===== src/elevator_call_scheduler_defines.svh =====
// Assertion macros shared by the elevator call scheduler RTL.
// Needs a clk and an active-low rst_n in the scope that uses them.
`ifndef ELEVATOR_CALL_SCHEDULER_DEFINES_SVH
`define ELEVATOR_CALL_SCHEDULER_DEFINES_SVH

// Same-cycle implication, disabled while in reset
`define ECS_ASSERT_IMP(label, ante, cons, msg) \
  label: assert property (@(posedge clk) disable iff (!rst_n) (ante) |-> (cons)) \
    else $error(msg);

// Next-cycle implication, disabled while in reset
`define ECS_ASSERT_NXT(label, ante, cons, msg) \
  label: assert property (@(posedge clk) disable iff (!rst_n) (ante) |=> (cons)) \
    else $error(msg);

`endif


===== src/ecs_pkg.sv =====
// Types, constants and helpers for the elevator call scheduler.
// No dependencies; used by the channel interfaces and the top level.
package ecs_pkg;

  // Table and floor geometry
  localparam int MAX_CALLS   = 16;
  localparam int FLOOR_COUNT = 64;
  localparam int IDX_W       = $clog2(MAX_CALLS);
  localparam int CNT_W       = $clog2(MAX_CALLS + 1);
  localparam int FLOOR_W     = 6;
  localparam int PRIO_W      = 3;
  localparam int STEP_W      = 3;
  localparam int ENTRY_W     = FLOOR_W + PRIO_W;
  localparam int MOVE_W      = FLOOR_W + 2;

  // Scoring
  localparam int PRIO_SCALE  = 100;
  localparam int URGENT_PRIO = 3;
  localparam int SCORE_W     = 11;

  // Configuration port
  localparam int PADDR_W   = 3;
  localparam int CFG_DW    = 32;
  localparam int REG_IDX_W = 1;
  localparam logic [REG_IDX_W-1:0] REG_STEP_SIZE   = 1'b0;
  localparam logic [REG_IDX_W-1:0] REG_START_FLOOR = 1'b1;

  // Request operation codes
  localparam logic OP_ADD  = 1'b0;
  localparam logic OP_TICK = 1'b1;

  localparam logic signed [MOVE_W-1:0] LAST_FLOOR = MOVE_W'(FLOOR_COUNT - 1);

  typedef enum logic [1:0] {
    DIR_IDLE = 2'd0,
    DIR_UP   = 2'd1,
    DIR_DOWN = 2'd2
  } dir_t;

  typedef enum logic [1:0] {
    DOOR_CLOSED  = 2'd0,
    DOOR_OPENING = 2'd1,
    DOOR_OPEN    = 2'd2,
    DOOR_CLOSING = 2'd3
  } door_t;

  typedef enum logic [2:0] {
    ST_IDLE,
    ST_SCAN,
    ST_DECIDE,
    ST_SHIFT,
    ST_FINISH
  } st_t;

  typedef struct packed {
    logic               operation;
    logic [FLOOR_W-1:0] floor;
    logic [PRIO_W-1:0]  priority_req;
  } ecs_req_t;

  typedef struct packed {
    logic               accepted;
    logic               dropped;
    logic [FLOOR_W-1:0] car_floor;
    logic [1:0]         travel_direction;
    logic [1:0]         door;
    logic               target_valid;
    logic [FLOOR_W-1:0] target_floor;
    logic               served;
    logic               pending;
  } ecs_res_t;

  // Saturate a signed floor value into the building
  function automatic logic [FLOOR_W-1:0] clamp_floor(input logic signed [MOVE_W-1:0] f);
    logic [FLOOR_W-1:0] r;
    if (f < 0) begin
      r = '0;
    end else if (f > LAST_FLOOR) begin
      r = LAST_FLOOR[FLOOR_W-1:0];
    end else begin
      r = f[FLOOR_W-1:0];
    end
    return r;
  endfunction

endpackage


===== src/ecs_if.sv =====
// Valid/ready channel interfaces for requests and results.
// Depends on ecs_pkg for the payload structs.
interface ecs_req_if;
  import ecs_pkg::*;
  logic     valid;
  logic     ready;
  ecs_req_t data;
  modport source (output valid, output data, input ready);
  modport sink (input valid, input data, output ready);
endinterface

interface ecs_res_if;
  import ecs_pkg::*;
  logic     valid;
  logic     ready;
  ecs_res_t data;
  modport source (output valid, output data, input ready);
  modport sink (input valid, input data, output ready);
endinterface


===== src/elevator_call_scheduler.sv =====
// Elevator car controller with a priority-scored call table kept in a RAM.
// Depends on ecs_pkg, ecs_if.sv and elevator_call_scheduler_defines.svh.
//
//  channel  | direction | handshake        | payload
//  ---------+-----------+------------------+--------------------------------
//  in_chan  | in        | valid/ready      | operation, floor, priority_req
//  out_chan | out       | valid/ready      | one result per request
//  cfg_*    | in        | APB, pready = 1  | step_size @0x0, start_floor @0x4
//
// An add is accepted and then finishes; a tick is accepted, scans the stored calls
// through the registered RAM read port, decides and finishes (it finishes at once
// on an empty table), and compacts the table between decide and finish after a
// served call (one entry moved per cycle over the single RAM write port).
// Reset is synchronous; the table needs no clearing, only the call count resets.
// One request is in flight at a time; a new one is taken while the last result
// waits in the output register, and finishing stalls until that register frees.
`include "elevator_call_scheduler_defines.svh"

module elevator_call_scheduler (
  input  logic                       clk,
  input  logic                       rst_n,
  ecs_req_if.sink                    in_chan,
  ecs_res_if.source                  out_chan,
  input  logic                       cfg_psel,
  input  logic                       cfg_penable,
  input  logic                       cfg_pwrite,
  input  logic [ecs_pkg::PADDR_W-1:0] cfg_paddr,
  input  logic [ecs_pkg::CFG_DW-1:0]  cfg_pwdata,
  output logic [ecs_pkg::CFG_DW-1:0]  cfg_prdata,
  output logic                       cfg_pready
);
  import ecs_pkg::*;

  // Control state
  st_t                 state_r, state_nxt;
  logic [CNT_W-1:0]    call_count_r, call_count_nxt;
  logic [FLOOR_W-1:0]  pos_r, pos_nxt;
  dir_t                heading_r, heading_nxt;
  door_t               door_r, door_nxt;
  logic [STEP_W-1:0]   step_r, step_nxt;
  logic [FLOOR_W-1:0]  start_r, start_nxt;
  logic                out_valid_r, out_valid_nxt;

  // Working registers
  logic [IDX_W-1:0]          idx_r, idx_nxt;
  logic                      best_valid_r, best_valid_nxt;
  logic [IDX_W-1:0]          best_idx_r, best_idx_nxt;
  logic signed [SCORE_W-1:0] best_score_r, best_score_nxt;
  logic [FLOOR_W-1:0]        best_floor_r, best_floor_nxt;
  ecs_res_t                  res_r, res_nxt;
  ecs_res_t                  out_data_r, out_data_nxt;

  // Call table RAM
  logic [ENTRY_W-1:0] call_mem [MAX_CALLS];
  logic               mem_we;
  logic [IDX_W-1:0]   mem_waddr;
  logic [ENTRY_W-1:0] mem_wdata;
  logic [IDX_W-1:0]   mem_raddr;
  logic [ENTRY_W-1:0] rd_data_r;

  // Scoring of the entry returned by the RAM
  logic [FLOOR_W-1:0]        ent_floor;
  logic [PRIO_W-1:0]         ent_prio;
  logic [FLOOR_W-1:0]        ent_dist;
  logic [SCORE_W-1:0]        ent_base;
  logic signed [SCORE_W-1:0] ent_score;
  logic                      ent_ok;

  logic                      in_fire;
  logic                      cfg_wr;
  logic [REG_IDX_W-1:0]      cfg_idx;
  logic [MOVE_W-1:0]         sum_up;
  logic [MOVE_W-1:0]         sum_down;

  assign in_chan.ready  = (state_r == ST_IDLE);
  assign in_fire        = in_chan.valid && in_chan.ready;
  assign out_chan.valid = out_valid_r;
  assign out_chan.data  = out_data_r;
  assign cfg_pready     = 1'b1;
  assign cfg_wr         = cfg_psel && cfg_penable && cfg_pwrite;
  assign cfg_idx        = cfg_paddr[PADDR_W-1 -: REG_IDX_W];

  // Score the entry read last cycle
  always_comb begin
    ent_floor = rd_data_r[ENTRY_W-1 -: FLOOR_W];
    ent_prio  = rd_data_r[PRIO_W-1:0];
    ent_dist  = (ent_floor >= pos_r) ? (ent_floor - pos_r) : (pos_r - ent_floor);
    ent_base  = SCORE_W'(ent_prio) * SCORE_W'(PRIO_SCALE);
    ent_score = $signed(ent_base) - $signed(SCORE_W'(ent_dist));
    ent_ok    = (heading_r == DIR_IDLE) ||
                (heading_r == DIR_UP && ent_floor >= pos_r) ||
                (heading_r == DIR_DOWN && ent_floor <= pos_r) ||
                (ent_prio >= PRIO_W'(URGENT_PRIO));
    sum_up    = {2'b00, pos_r} + MOVE_W'(step_r);
    sum_down  = {2'b00, pos_r} - MOVE_W'(step_r);
  end

  // Read config registers
  always_comb begin
    case (cfg_idx)
      REG_STEP_SIZE:   cfg_prdata = CFG_DW'(step_r);
      REG_START_FLOOR: cfg_prdata = CFG_DW'(start_r);
      default:         cfg_prdata = '0;
    endcase
  end

  // Next state, datapath and RAM control
  always_comb begin
    state_nxt      = state_r;
    call_count_nxt = call_count_r;
    pos_nxt        = pos_r;
    heading_nxt    = heading_r;
    door_nxt       = door_r;
    step_nxt       = step_r;
    start_nxt      = start_r;
    out_valid_nxt  = out_valid_r && !out_chan.ready;
    out_data_nxt   = out_data_r;
    idx_nxt        = idx_r;
    best_valid_nxt = best_valid_r;
    best_idx_nxt   = best_idx_r;
    best_score_nxt = best_score_r;
    best_floor_nxt = best_floor_r;
    res_nxt        = res_r;
    mem_we         = 1'b0;
    mem_waddr      = idx_r;
    mem_wdata      = rd_data_r;
    mem_raddr      = '0;

    case (state_r)
      ST_IDLE: begin
        if (in_fire) begin
          res_nxt   = '0;
          state_nxt = ST_FINISH;
          if (in_chan.data.operation == OP_ADD) begin
            // Append at the tail, or flag the drop when full
            if (call_count_r < CNT_W'(MAX_CALLS)) begin
              mem_we         = 1'b1;
              mem_waddr      = call_count_r[IDX_W-1:0];
              mem_wdata      = {clamp_floor(MOVE_W'(in_chan.data.floor)),
                                in_chan.data.priority_req};
              call_count_nxt = call_count_r + 1'b1;
              res_nxt.accepted = 1'b1;
            end else begin
              res_nxt.dropped = 1'b1;
            end
          end else if (call_count_r != '0) begin
            // Start the scan at the oldest call
            mem_raddr      = '0;
            idx_nxt        = '0;
            best_valid_nxt = 1'b0;
            state_nxt      = ST_SCAN;
          end
        end
      end

      ST_SCAN: begin
        // Compare one entry per cycle; strict compare keeps the earliest on ties
        mem_raddr = idx_r + 1'b1;
        if (ent_ok && (!best_valid_r || ent_score > best_score_r)) begin
          best_valid_nxt = 1'b1;
          best_idx_nxt   = idx_r;
          best_score_nxt = ent_score;
          best_floor_nxt = ent_floor;
        end
        if ({1'b0, idx_r} == call_count_r - 1'b1) begin
          state_nxt = ST_DECIDE;
        end else begin
          idx_nxt = idx_r + 1'b1;
        end
      end

      ST_DECIDE: begin
        state_nxt = ST_FINISH;
        if (best_valid_r) begin
          res_nxt.target_valid = 1'b1;
          res_nxt.target_floor = best_floor_r;
          if (pos_r < best_floor_r) begin
            heading_nxt = DIR_UP;
            pos_nxt     = clamp_floor($signed(sum_up));
          end else if (pos_r > best_floor_r) begin
            heading_nxt = DIR_DOWN;
            pos_nxt     = clamp_floor($signed(sum_down));
          end else begin
            // At the target: advance the door cycle
            case (door_r)
              DOOR_CLOSED:  door_nxt = DOOR_OPENING;
              DOOR_OPENING: door_nxt = DOOR_OPEN;
              DOOR_OPEN:    door_nxt = DOOR_CLOSING;
              DOOR_CLOSING: begin
                door_nxt        = DOOR_CLOSED;
                heading_nxt     = DIR_IDLE;
                res_nxt.served  = 1'b1;
                call_count_nxt  = call_count_r - 1'b1;
                // Compact if later entries follow the served one
                if ({1'b0, best_idx_r} < call_count_r - 1'b1) begin
                  mem_raddr = best_idx_r + 1'b1;
                  idx_nxt   = best_idx_r + 1'b1;
                  state_nxt = ST_SHIFT;
                end
              end
              default: door_nxt = DOOR_CLOSED;
            endcase
          end
        end
      end

      ST_SHIFT: begin
        // Move entry idx down by one; the write and the next read never collide
        mem_we    = 1'b1;
        mem_waddr = idx_r - 1'b1;
        mem_wdata = rd_data_r;
        mem_raddr = idx_r + 1'b1;
        if ({1'b0, idx_r} == call_count_r) begin
          state_nxt = ST_FINISH;
        end else begin
          idx_nxt = idx_r + 1'b1;
        end
      end

      ST_FINISH: begin
        // Hand the result over once the output register is free
        if (!out_valid_r || out_chan.ready) begin
          out_valid_nxt                 = 1'b1;
          out_data_nxt                  = res_r;
          out_data_nxt.car_floor        = pos_r;
          out_data_nxt.travel_direction = heading_r;
          out_data_nxt.door             = door_r;
          out_data_nxt.pending          = (call_count_r != '0);
          state_nxt                     = ST_IDLE;
        end
      end

      default: state_nxt = ST_IDLE;
    endcase

    // Configuration writes must arrive only while idle; the user must keep to this, the block does not enforce it
    if (cfg_wr) begin
      case (cfg_idx)
        REG_STEP_SIZE: step_nxt = cfg_pwdata[STEP_W-1:0];
        REG_START_FLOOR: begin
          start_nxt = cfg_pwdata[FLOOR_W-1:0];
          pos_nxt   = clamp_floor(MOVE_W'(cfg_pwdata[FLOOR_W-1:0]));
        end
        default: ;
      endcase
    end
  end

  // Control registers
  always_ff @(posedge clk) begin
    if (!rst_n) begin
      state_r      <= ST_IDLE;
      call_count_r <= '0;
      pos_r        <= clamp_floor('0);
      heading_r    <= DIR_IDLE;
      door_r       <= DOOR_CLOSED;
      step_r       <= STEP_W'(1);
      start_r      <= '0;
      out_valid_r  <= 1'b0;
    end else begin
      state_r      <= state_nxt;
      call_count_r <= call_count_nxt;
      pos_r        <= pos_nxt;
      heading_r    <= heading_nxt;
      door_r       <= door_nxt;
      step_r       <= step_nxt;
      start_r      <= start_nxt;
      out_valid_r  <= out_valid_nxt;
    end
  end

  // Payload registers
  always_ff @(posedge clk) begin
    idx_r        <= idx_nxt;
    best_valid_r <= best_valid_nxt;
    best_idx_r   <= best_idx_nxt;
    best_score_r <= best_score_nxt;
    best_floor_r <= best_floor_nxt;
    res_r        <= res_nxt;
    out_data_r   <= out_data_nxt;
  end

  // Call table: one write port, one registered read port
  always_ff @(posedge clk) begin
    if (mem_we) begin
      call_mem[mem_waddr] <= mem_wdata;
    end
    rd_data_r <= call_mem[mem_raddr];
  end

  `ECS_ASSERT_IMP(a_count_bound, 1'b1, call_count_r <= CNT_W'(MAX_CALLS),
                  "call count exceeds table size")
  `ECS_ASSERT_NXT(a_full_hold,
                  in_fire && in_chan.data.operation == OP_ADD &&
                  call_count_r == CNT_W'(MAX_CALLS),
                  call_count_r == CNT_W'(MAX_CALLS), "full table changed on dropped add")
  `ECS_ASSERT_IMP(a_served_idle, out_valid_r && out_data_r.served,
                  out_data_r.target_valid && out_data_r.door == DOOR_CLOSED &&
                  out_data_r.travel_direction == DIR_IDLE, "served result with car not idle")
  `ECS_ASSERT_IMP(a_add_flags, out_valid_r, !(out_data_r.accepted && out_data_r.dropped),
                  "request both accepted and dropped")
  `ECS_ASSERT_NXT(a_scan_pos_hold, state_r == ST_SCAN && !cfg_wr, pos_r == $past(pos_r),
                  "car moved during scan")

endmodule


===== src/flat_wrapper.sv =====
// flat-port wrapper written by rule: the top's interface ports become plain ports
module elevator_call_scheduler_flat import ecs_pkg::*;
  (clk, rst_n, cfg_psel, cfg_penable, cfg_pwrite, cfg_paddr, cfg_pwdata, cfg_prdata, cfg_pready, in_chan_valid, in_chan_data, in_chan_ready, out_chan_valid, out_chan_data, out_chan_ready);
  ecs_req_if in_chan_i ();
  ecs_res_if out_chan_i ();
  input  logic clk;
  input  logic rst_n;
  input  logic cfg_psel;
  input  logic cfg_penable;
  input  logic cfg_pwrite;
  input  logic [ecs_pkg::PADDR_W-1:0] cfg_paddr;
  input  logic [ecs_pkg::CFG_DW-1:0] cfg_pwdata;
  output logic [ecs_pkg::CFG_DW-1:0] cfg_prdata;
  output logic cfg_pready;
  input wire logic [$bits(in_chan_i.valid)-1:0] in_chan_valid;
  input wire logic [$bits(in_chan_i.data)-1:0] in_chan_data;
  output wire logic [$bits(in_chan_i.ready)-1:0] in_chan_ready;
  output wire logic [$bits(out_chan_i.valid)-1:0] out_chan_valid;
  output wire logic [$bits(out_chan_i.data)-1:0] out_chan_data;
  input wire logic [$bits(out_chan_i.ready)-1:0] out_chan_ready;
  assign in_chan_i.valid = in_chan_valid;
  assign in_chan_i.data = in_chan_data;
  assign in_chan_ready = in_chan_i.ready;
  assign out_chan_valid = out_chan_i.valid;
  assign out_chan_data = out_chan_i.data;
  assign out_chan_i.ready = out_chan_ready;
  elevator_call_scheduler u_core (.clk(clk), .rst_n(rst_n), .in_chan(in_chan_i), .out_chan(out_chan_i), .cfg_psel(cfg_psel), .cfg_penable(cfg_penable), .cfg_pwrite(cfg_pwrite), .cfg_paddr(cfg_paddr), .cfg_pwdata(cfg_pwdata), .cfg_prdata(cfg_prdata), .cfg_pready(cfg_pready));
endmodule

===== config.mk =====
export PLATFORM = sky130hd
export DESIGN_NAME = elevator_call_scheduler_flat
export DESIGN_NICKNAME = d
export VERILOG_FILES = /design/src/ecs_pkg.sv /design/src/ecs_if.sv /design/src/elevator_call_scheduler.sv /design/src/flat_wrapper.sv
export VERILOG_INCLUDE_DIRS = /design/src /design/src/src
export SDC_FILE = /design/constraint.sdc
export NUM_CORES = 1
export LEC_CHECK = 0
export BUFFER_PORTS_ARGS = -buffer_cell sky130_fd_sc_hd__buf_4
export CORE_MARGIN = 3
export CORE_UTILIZATION = 54
export CTS_BUF_LIST = sky130_fd_sc_hd__clkbuf_4 sky130_fd_sc_hd__clkbuf_8 sky130_fd_sc_hd__clkbuf_16
export DETAILED_ROUTE_END_ITERATION = 6
export PLACE_DENSITY = 0.76
export SLEW_MARGIN = 5
export SYNTH_ARGS = -nofsm -noshare
export SYNTH_HDL_FRONTEND = slang
export SYNTH_SLANG_ARGS = --single-unit

===== constraint.sdc =====
create_clock -name clk -period 5.8 [get_ports clk]
set_input_delay 0 -clock clk [delete_from_list [all_inputs] [get_ports clk]]
set_output_delay 0 -clock clk [all_outputs]
set_load 0.01 [all_outputs]

# Yosys cells after proc, flatten, opt, wreduce, memory -nomap -nowiden
# Memory sizes are Yosys's and may differ from the RTL's. A register that Yosys moved wholly into a read port is not among the register bits.
# Index checks and enable logic that the tools add are counted.
[totals]
regBits = 85
latch_bits = 0
ramBits = 144
rom_bits = 0
input_bits = 52
output_inout_bits = 56
wordCells = 199
n_memories = 1
[classes]
add_sub_neg = 10
multipliers = 1
div_mod_pow = 0
n_lt_le_gt_ge = 12
n_eq_ne = 27
shift = 0
n_mux = 81
n_bitwise = 3
n_reduce_logical = 37
[memory_table]
columns = ["memory", "depth", "width", "read_ports", "rd_ports_with_merged_regs", "wr", "line", "text"]
rows = [
  ["u_core.call_mem", 16, 9, 1, 1, 1, "elevator_call_scheduler.sv:54", "logic [ENTRY_W-1:0] call_mem [MAX_CALLS];"],
]
[op_table]
columns = ["op", "n"]
rows = [
  ["4-bit 2-to-1 mux", 18],
  ["6-bit 2-to-1 mux", 11],
  ["32-bit one-hot mux with 2 select lines", 1],
  ["9-bit 2-to-1 mux", 5],
  ["5-bit 2-to-1 mux", 7],
  ["3-bit 2-to-1 mux", 11],
  ["2-bit inequality test, second input constant", 10],
  ["4-bit one-hot mux with 2 select lines", 2],
  ["4-bit one-hot mux with 4 select lines", 1],
  ["8-bit one-hot mux with 2 select lines", 1],
  ["1-bit 2-to-1 mux", 15],
  ["3-bit one-hot mux with 5 select lines", 1],
  ["2-bit by 1-bit inequality test with 1-bit output, second input constant", 6],
  ["6-bit subtractor", 2],
  ["11-bit greater-than comparator", 1],
  ["11-bit AND reduction", 1],
  ["10-bit by 6-bit subtractor with 11-bit output", 1],
  ["4-bit by 5-bit == test with 1-bit output", 2],
  ["5-bit one-hot mux with 2 select lines", 1],
  ["2-bit AND reduction", 5],
  ["4-bit by 1-bit adder with 4-bit output, second input constant", 2],
  ["8-bit by 7-bit greater-than comparator with 1-bit output, second input constant", 1],
  ["8-bit by 1-bit less-than comparator with 1-bit output, second input constant", 1],
  ["3-bit by 5-bit multiplier with 8-bit output, second input constant", 1],
  ["other kinds (39)", 64],
]

# Longest topological paths before layout
[logic_depth]
word_depth = 10
depth_mapped = 23
mapped_depth_nobuf = 23

# Worst setup path after synthesis
# Ideal clock, no wire load.
[synth_path]
path_type = "reg2reg"
startpoint = "reg u_core.pos_r[2]"
endpoint = "reg u_core.best_floor_r[0], enable pin"
setup_ps = 425
arrival_time_ps = 5513
required_ps = 5375
path_slack_ps = -138
stages_incl_launch_ff = 20
path_cell_list = "dfxtp_1 -> ha_1 -> nor2b_1 -> o211ai_1 -> a21boi_2 -> nor3_4 -> mux2_2 -> o21a_1 -> a21oi_1 -> xor2_1 -> ha_1 -> or4_1 -> o21bai_1 -> xor2_1 -> ha_1 -> nand4_1 -> o32ai_1 -> o21ai_0 -> a31oi_1 -> nor3_1"
[synth_via]
elab_chain_len = 7
word_cells_on_any_way = 15
[synth_rtl]
columns = ["item", "line", "text"]
rows = [
  ["from (decl)", "elevator_call_scheduler.sv:37", "logic [FLOOR_W-1:0] pos_r, pos_nxt;"],
  ["from (signal assigned)", "elevator_call_scheduler.sv:254", "pos_r <= clamp_floor('0);"],
  ["from (signal assigned)", "elevator_call_scheduler.sv:263", "pos_r <= pos_nxt;"],
  ["6-bit subtractor or 6-bit >= comparator (tied branches)", "elevator_call_scheduler.sv:87", "ent_dist = (ent_floor >= pos_r) ? (ent_floor - pos_r) : (pos_r - ent_floor);"],
  ["6-bit 2-to-1 mux *", "elevator_call_scheduler.sv:87", ""],
  ["10-bit by 6-bit subtractor with 11-bit output *", "elevator_call_scheduler.sv:89", "ent_score = $signed(ent_base) - $signed(SCORE_W'(ent_dist));"],
  ["named net u_core.ent_score[9]", "elevator_call_scheduler.sv:66", "logic signed [SCORE_W-1:0] ent_score;"],
  ["11-bit greater-than comparator *", "elevator_call_scheduler.sv:159", "if (ent_ok && (!best_valid_r || ent_score > best_score_r)) begin"],
  ["1-bit logical OR *", "elevator_call_scheduler.sv:159", ""],
  ["1-bit logical AND *", "elevator_call_scheduler.sv:159", ""],
  ["2-bit AND reduction (no line) *", "n/a", ""],
  ["to (signal assigned)", "elevator_call_scheduler.sv:278", "best_floor_r <= best_floor_nxt;"],
  ["to (decl)", "elevator_call_scheduler.sv:49", "logic [FLOOR_W-1:0] best_floor_r, best_floor_nxt;"],
]
# Mark *: on every way through the listed nets, which the timed path passes. The rest lies on a longest branch.
# A chain may end at the register's enable or synchronous reset.

# Final worst setup path
[layout_path]
startpoint = "reg u_core.rd_data_r[3], read port of u_core.call_mem"
endpoint = "reg u_core.best_floor_r[3], enable pin"
[layout_via]
elab_chain_len = 7
word_cells_on_any_way = 15
[layout_rtl]
columns = ["item", "line", "text"]
rows = [
  ["from (decl)", "elevator_call_scheduler.sv:59", "logic [ENTRY_W-1:0] rd_data_r;"],
  ["6-bit subtractor or 6-bit >= comparator (tied branches)", "elevator_call_scheduler.sv:87", ""],
  ["6-bit 2-to-1 mux *", "elevator_call_scheduler.sv:87", ""],
  ["10-bit by 6-bit subtractor with 11-bit output *", "elevator_call_scheduler.sv:89", ""],
  ["named net u_core.ent_score[9]", "elevator_call_scheduler.sv:66", ""],
  ["11-bit greater-than comparator *", "elevator_call_scheduler.sv:159", ""],
  ["1-bit logical OR *", "elevator_call_scheduler.sv:159", ""],
  ["1-bit logical AND *", "elevator_call_scheduler.sv:159", ""],
  ["2-bit AND reduction (no line) *", "n/a", ""],
]
# Marked as above.

==> summary.txt <==
setup ws final -> 342.5 ps
DP Wirelength -> 17400 um
clock sinks -> 238
Initial Util -> 55.29%
Final GP Congestion -> 0.8906
Worst R2R End -> u_core.best_floor_r[3]$_DFFE_PP_
filler cell count -> 1627
Die H -> 152.9 um
highest ir drop seen on vdd -> 0.3446 mV
Residual DRC -> 0
Wirelength per Cell -> 18.94 um
top-area cell type share of the netlist area -> 51.77%
Synth cell types -> 70
Port Buffer Count -> 52
CP Data Arrival Time -> 5730 ps
Synth area leaders -> edfxtp_1 (52%), dfxtp_1 (6.4%), ha_1 (6.1%)
share of cells above drive strength 1 -> 12.06%
CTS tree -> done
IO Pins -> 108
r2r worst-path depth -> 22
worst path required time -> 6070 ps
Synth async-reset ratio -> 0%
Final Critical Period -> 5457 ps
# diodes -> 0
post-synthesis sequential area ratio -> 58.12%
H-tree depth -> 1
Worst setup EP type -> register
Critical Path Fanout Max -> 16
WS Path Type -> reg2reg
dpl ws -> 246.4 ps
root buffer cell -> clkbuf_16
Post-synth EDFFs -> 201
Peak Freq -> 183.2 MHz
vias per inst -> 5.832
register-to-register setup slack -> 340 ps
Mapped Cells -> 1041
clk_skew -> 13.03 ps
leak pwr -> 0.004939 uW
Vias -> 8130
Detailed Route WL -> 26400 um
clk_lat worst skew -> 530 ps
GRT Util Overall -> 21.91%
Post-Syn Area -> 11660 sq um
DRT Pass-1 Iters -> 6
Cell Rows -> 53
max-slew violation count -> 0
Min-Delay Endpoint -> u_core.step_r[2]$_SDFFE_PN0P_
Final #Nets -> 1213
CTS Buf Count -> 25
area growth from synthesis to layout -> 13.21%
hold wc startpoint -> cfg_pwrite
FF+latch count, synth -> 238
critical-path cell list -> inv_1, ha_1, fa_1, nor2b_1, o211ai_1, a21boi_2, nor3_4, mux2_2, nand4bb_1, a21oi_1, xor2_1, ha_1, or4_1, o21bai_1, xor2_1, ha_1, nand4_1, o32ai_1, o21ai_0, a31oi_2, nor3_4, buf_4
total gr overflow -> 0
area of the multi-input gates -> 4392 sq um
Max-Cap Viols -> 0
setup TNS -> 0 ps
Seq. cell area -> 6777 sq um
Critical R2R Launch -> u_core.rd_data_r[3]$_DFF_P_
worst slew pin tran -> 1315 ps
Final Hold Viols -> 0
CP most frequent cell -> ha_1
final setup violation count -> 0
Iter 0 DRT Violations -> 906
CP Launch Type -> register
largest net degree at the start of global routing -> 55
relative slew slack -> 11.73%
status -> completed
initial antenna violation count -> 0
top_reg_cell synth -> edfxtp_1
vias in the first global route -> 7810
Hold Crit Depth -> 4
Core Region -> 21090 sq um
Post-Syn Area per Cell -> 11.20 sq um
fin crit share -> 94.09%
RSZ-0062 raised after global routing -> no
antenna viol nets, final -> 0
pwr dens -> 331.5 nW/um^2
CP max stage cell -> or4_1
die footprint -> 23390 sq um
Hold Crit Class -> in2reg
largest area contributor in the netlist -> edfxtp_1
crit-path max cell delay -> 560 ps
yosys warns -> 0
clk slew on worst S/H paths -> 60 ps
global-route wire length before repair -> 41350 um
DIE WIDTH -> 152.9 um
Clock Path Buffers -> 3
## report_power, final
| group | leakage, uW | total (uW) | internal (uW) | switching (uW) |
|---|---|---|---|---|
| clock network | 0.000436 | 1640 | 985 | 653 |
| registers | 0.00214 | 2010 | 1970 | 40.4 |
| logic | 0.00236 | 728 | 279 | 449 |
| total | 0.00494 | 4370 | 3230 | 1140 |
## per-stage QoR
| stage | instances | util (%) | cell area (sq um) | total power [uW] | hold WS, ps |
|---|---|---|---|---|---|
| after global placement | 1332 | 57.61 | 12150 | 2712 | 230.4 |
| after CTS | 1392 | 62.40 | 13160 | 4378 | 10.17 |
| after floorplan | 1066 | - | 11760 | 2542 | 125.1 |
| after detailed placement | 1332 | 57.61 | 12150 | 2737 | 239.2 |
| after global routing | 1394 | 62.59 | 13200 | 4539 | 65.51 |
| final | 1394 | 62.59 | 13200 | 4375 | 25.14 |
## placed cells by master (no fill, tap or decap), types with 6 or more instances in the layout
master         synthesis  routed
a31oi_1                7       6
conb_1                 2      27
nor3_1                13      11
ha_1                  57      57
dlygate4sd3_1          0      14
o21ai_1                0       6
mux2i_1                7       7
edfxtp_1             201     201
inv_1                 53      53
xor2_1                13      13
o21ai_0               35      28
nor2_1                52      52
nand3_1               16      16
xnor2_1               18      18
nand2_1              166     166
clkbuf_8               0       6
a22oi_1               39      39
a21boi_0              11      11
clkbuf_16              0      26
and2_1                11      11
o221ai_1               7       7
buf_4                 29      63
a21oi_1              116     116
dfxtp_1               37      37
nor2b_1               13      13
clkbuf_4               0       7
o21a_1                 9       8
## worst max-delay path by stage
| stage | start | to | slack (ps) | cells after the start |
|---|---|---|---|---|
| after global routing | u_core.rd_data_r[3]$_DFF_P_ | u_core.best_floor_r[3]$_DFFE_PP_ | 9 | 22 |
| after CTS | u_core.rd_data_r[5]$_DFF_P_ | u_core.best_floor_r[3]$_DFFE_PP_ | 190 | 20 |
| after floorplan | u_core.pos_r[2]$_SDFF_PN0_ | u_core.best_floor_r[0]$_DFFE_PP_ | 500 | 19 |
| after detailed placement | u_core.rd_data_r[5]$_DFF_P_ | u_core.best_floor_r[2]$_DFFE_PP_ | 250 | 20 |
| final | u_core.rd_data_r[3]$_DFF_P_ | u_core.best_floor_r[3]$_DFFE_PP_ | 340 | 22 |
| after global placement | u_core.rd_data_r[5]$_DFF_P_ | u_core.best_floor_r[2]$_DFFE_PP_ | 420 | 20 |
## timing repair
item,4_1_cts,5_1_grt
buffers inserted,0,1
setup endpoints to repair,0,16
resized for setup,0,3
endpoints found under the hold margin,33,0
hold buffers,14,0
## cells by family (layout without fill, tap and decap cells)
kind of cell | count (synthesis) | count (layout) | synth area share (%)
simple gates | 314 | 315 | 12.32
compound gates | 259 | 259 | 13.92
buf+inv | 125 | 177 | 5.452
flops | 238 | 238 | 58.12
other cells | 2 | 27 | 0.06442
fa+ha+maj | 61 | 61 | 6.804
xor+xnor | 31 | 31 | 2.329
mux | 11 | 11 | 0.9873
## sequential cells by signal, summed over array words and instances, names as in the netlist
name and flops:
u_core.best_valid_r 1, u_core.step_r 3, u_core.door_r 2, u_core.out_chan.valid 1, u_core.call_count_r 5, u_core.best_floor_r 6
u_core.idx_r 4, u_core.start_r 6, u_core.res_r 10, u_core.best_score_r 11, u_core.out_chan.data 21, u_core.heading_r 2
u_core.pos_r 6, u_core.call_mem 144, u_core.rd_data_r 9, u_core.best_idx_r 4, u_core.state_r 3
## cell usage after synthesis (4+ instances only)
cell type	count
edfxtp_1	201
nand2_1	166
a21oi_1	116
ha_1	57
inv_1	53
nor2_1	52
a22oi_1	39
dfxtp_1	37
o21ai_0	35
buf_4	29
buf_2	22
xnor2_1	18
nand3_1	16
clkbuf_1	14
nor2b_1	13
nor3_1	13
xor2_1	13
a21boi_0	11
and2_1	11
o21a_1	9
a31oi_1	7
mux2i_1	7
o221ai_1	7
nor4_1	6
nand2b_1	5
nand4_1	5
and3_1	4
buf_6	4
fa_1	4
mux2_2	4
nor3b_1	4
or3_1	4
## critical path: cells and delay by family (launching register included)
family	cells	cell delay, ps
flops	1	380
mux	1	290
simple gates	6	1190
xor+xnor	2	280
compound gates	7	1550
buf+inv	2	310
fa+ha+maj	4	1180
## area by class of cell
type                    count  area share (%)
clock inverters             7          0.6446
repair buffers             77           4.645
clock buffers              39           5.953
flip-flops and latches    238           51.34
well taps                 275           2.607
inverters                  54           1.536
multi-input cells         704           33.27
## metal layers
| layer | vias up | wire (um) | track usage [%] |
|---|---|---|---|
| met5 | - | 0 | 0 |
| met4 | 0 | 1014 | 8.867 |
| met3 | 61 | 1912 | 2.831 |
| met2 | 326 | 11930 | 33.95 |
| met1 | 3914 | 11540 | 31.66 |
| li1 | 3829 | - | - |
No activity file was read; power rests on OpenSTA's default activity.
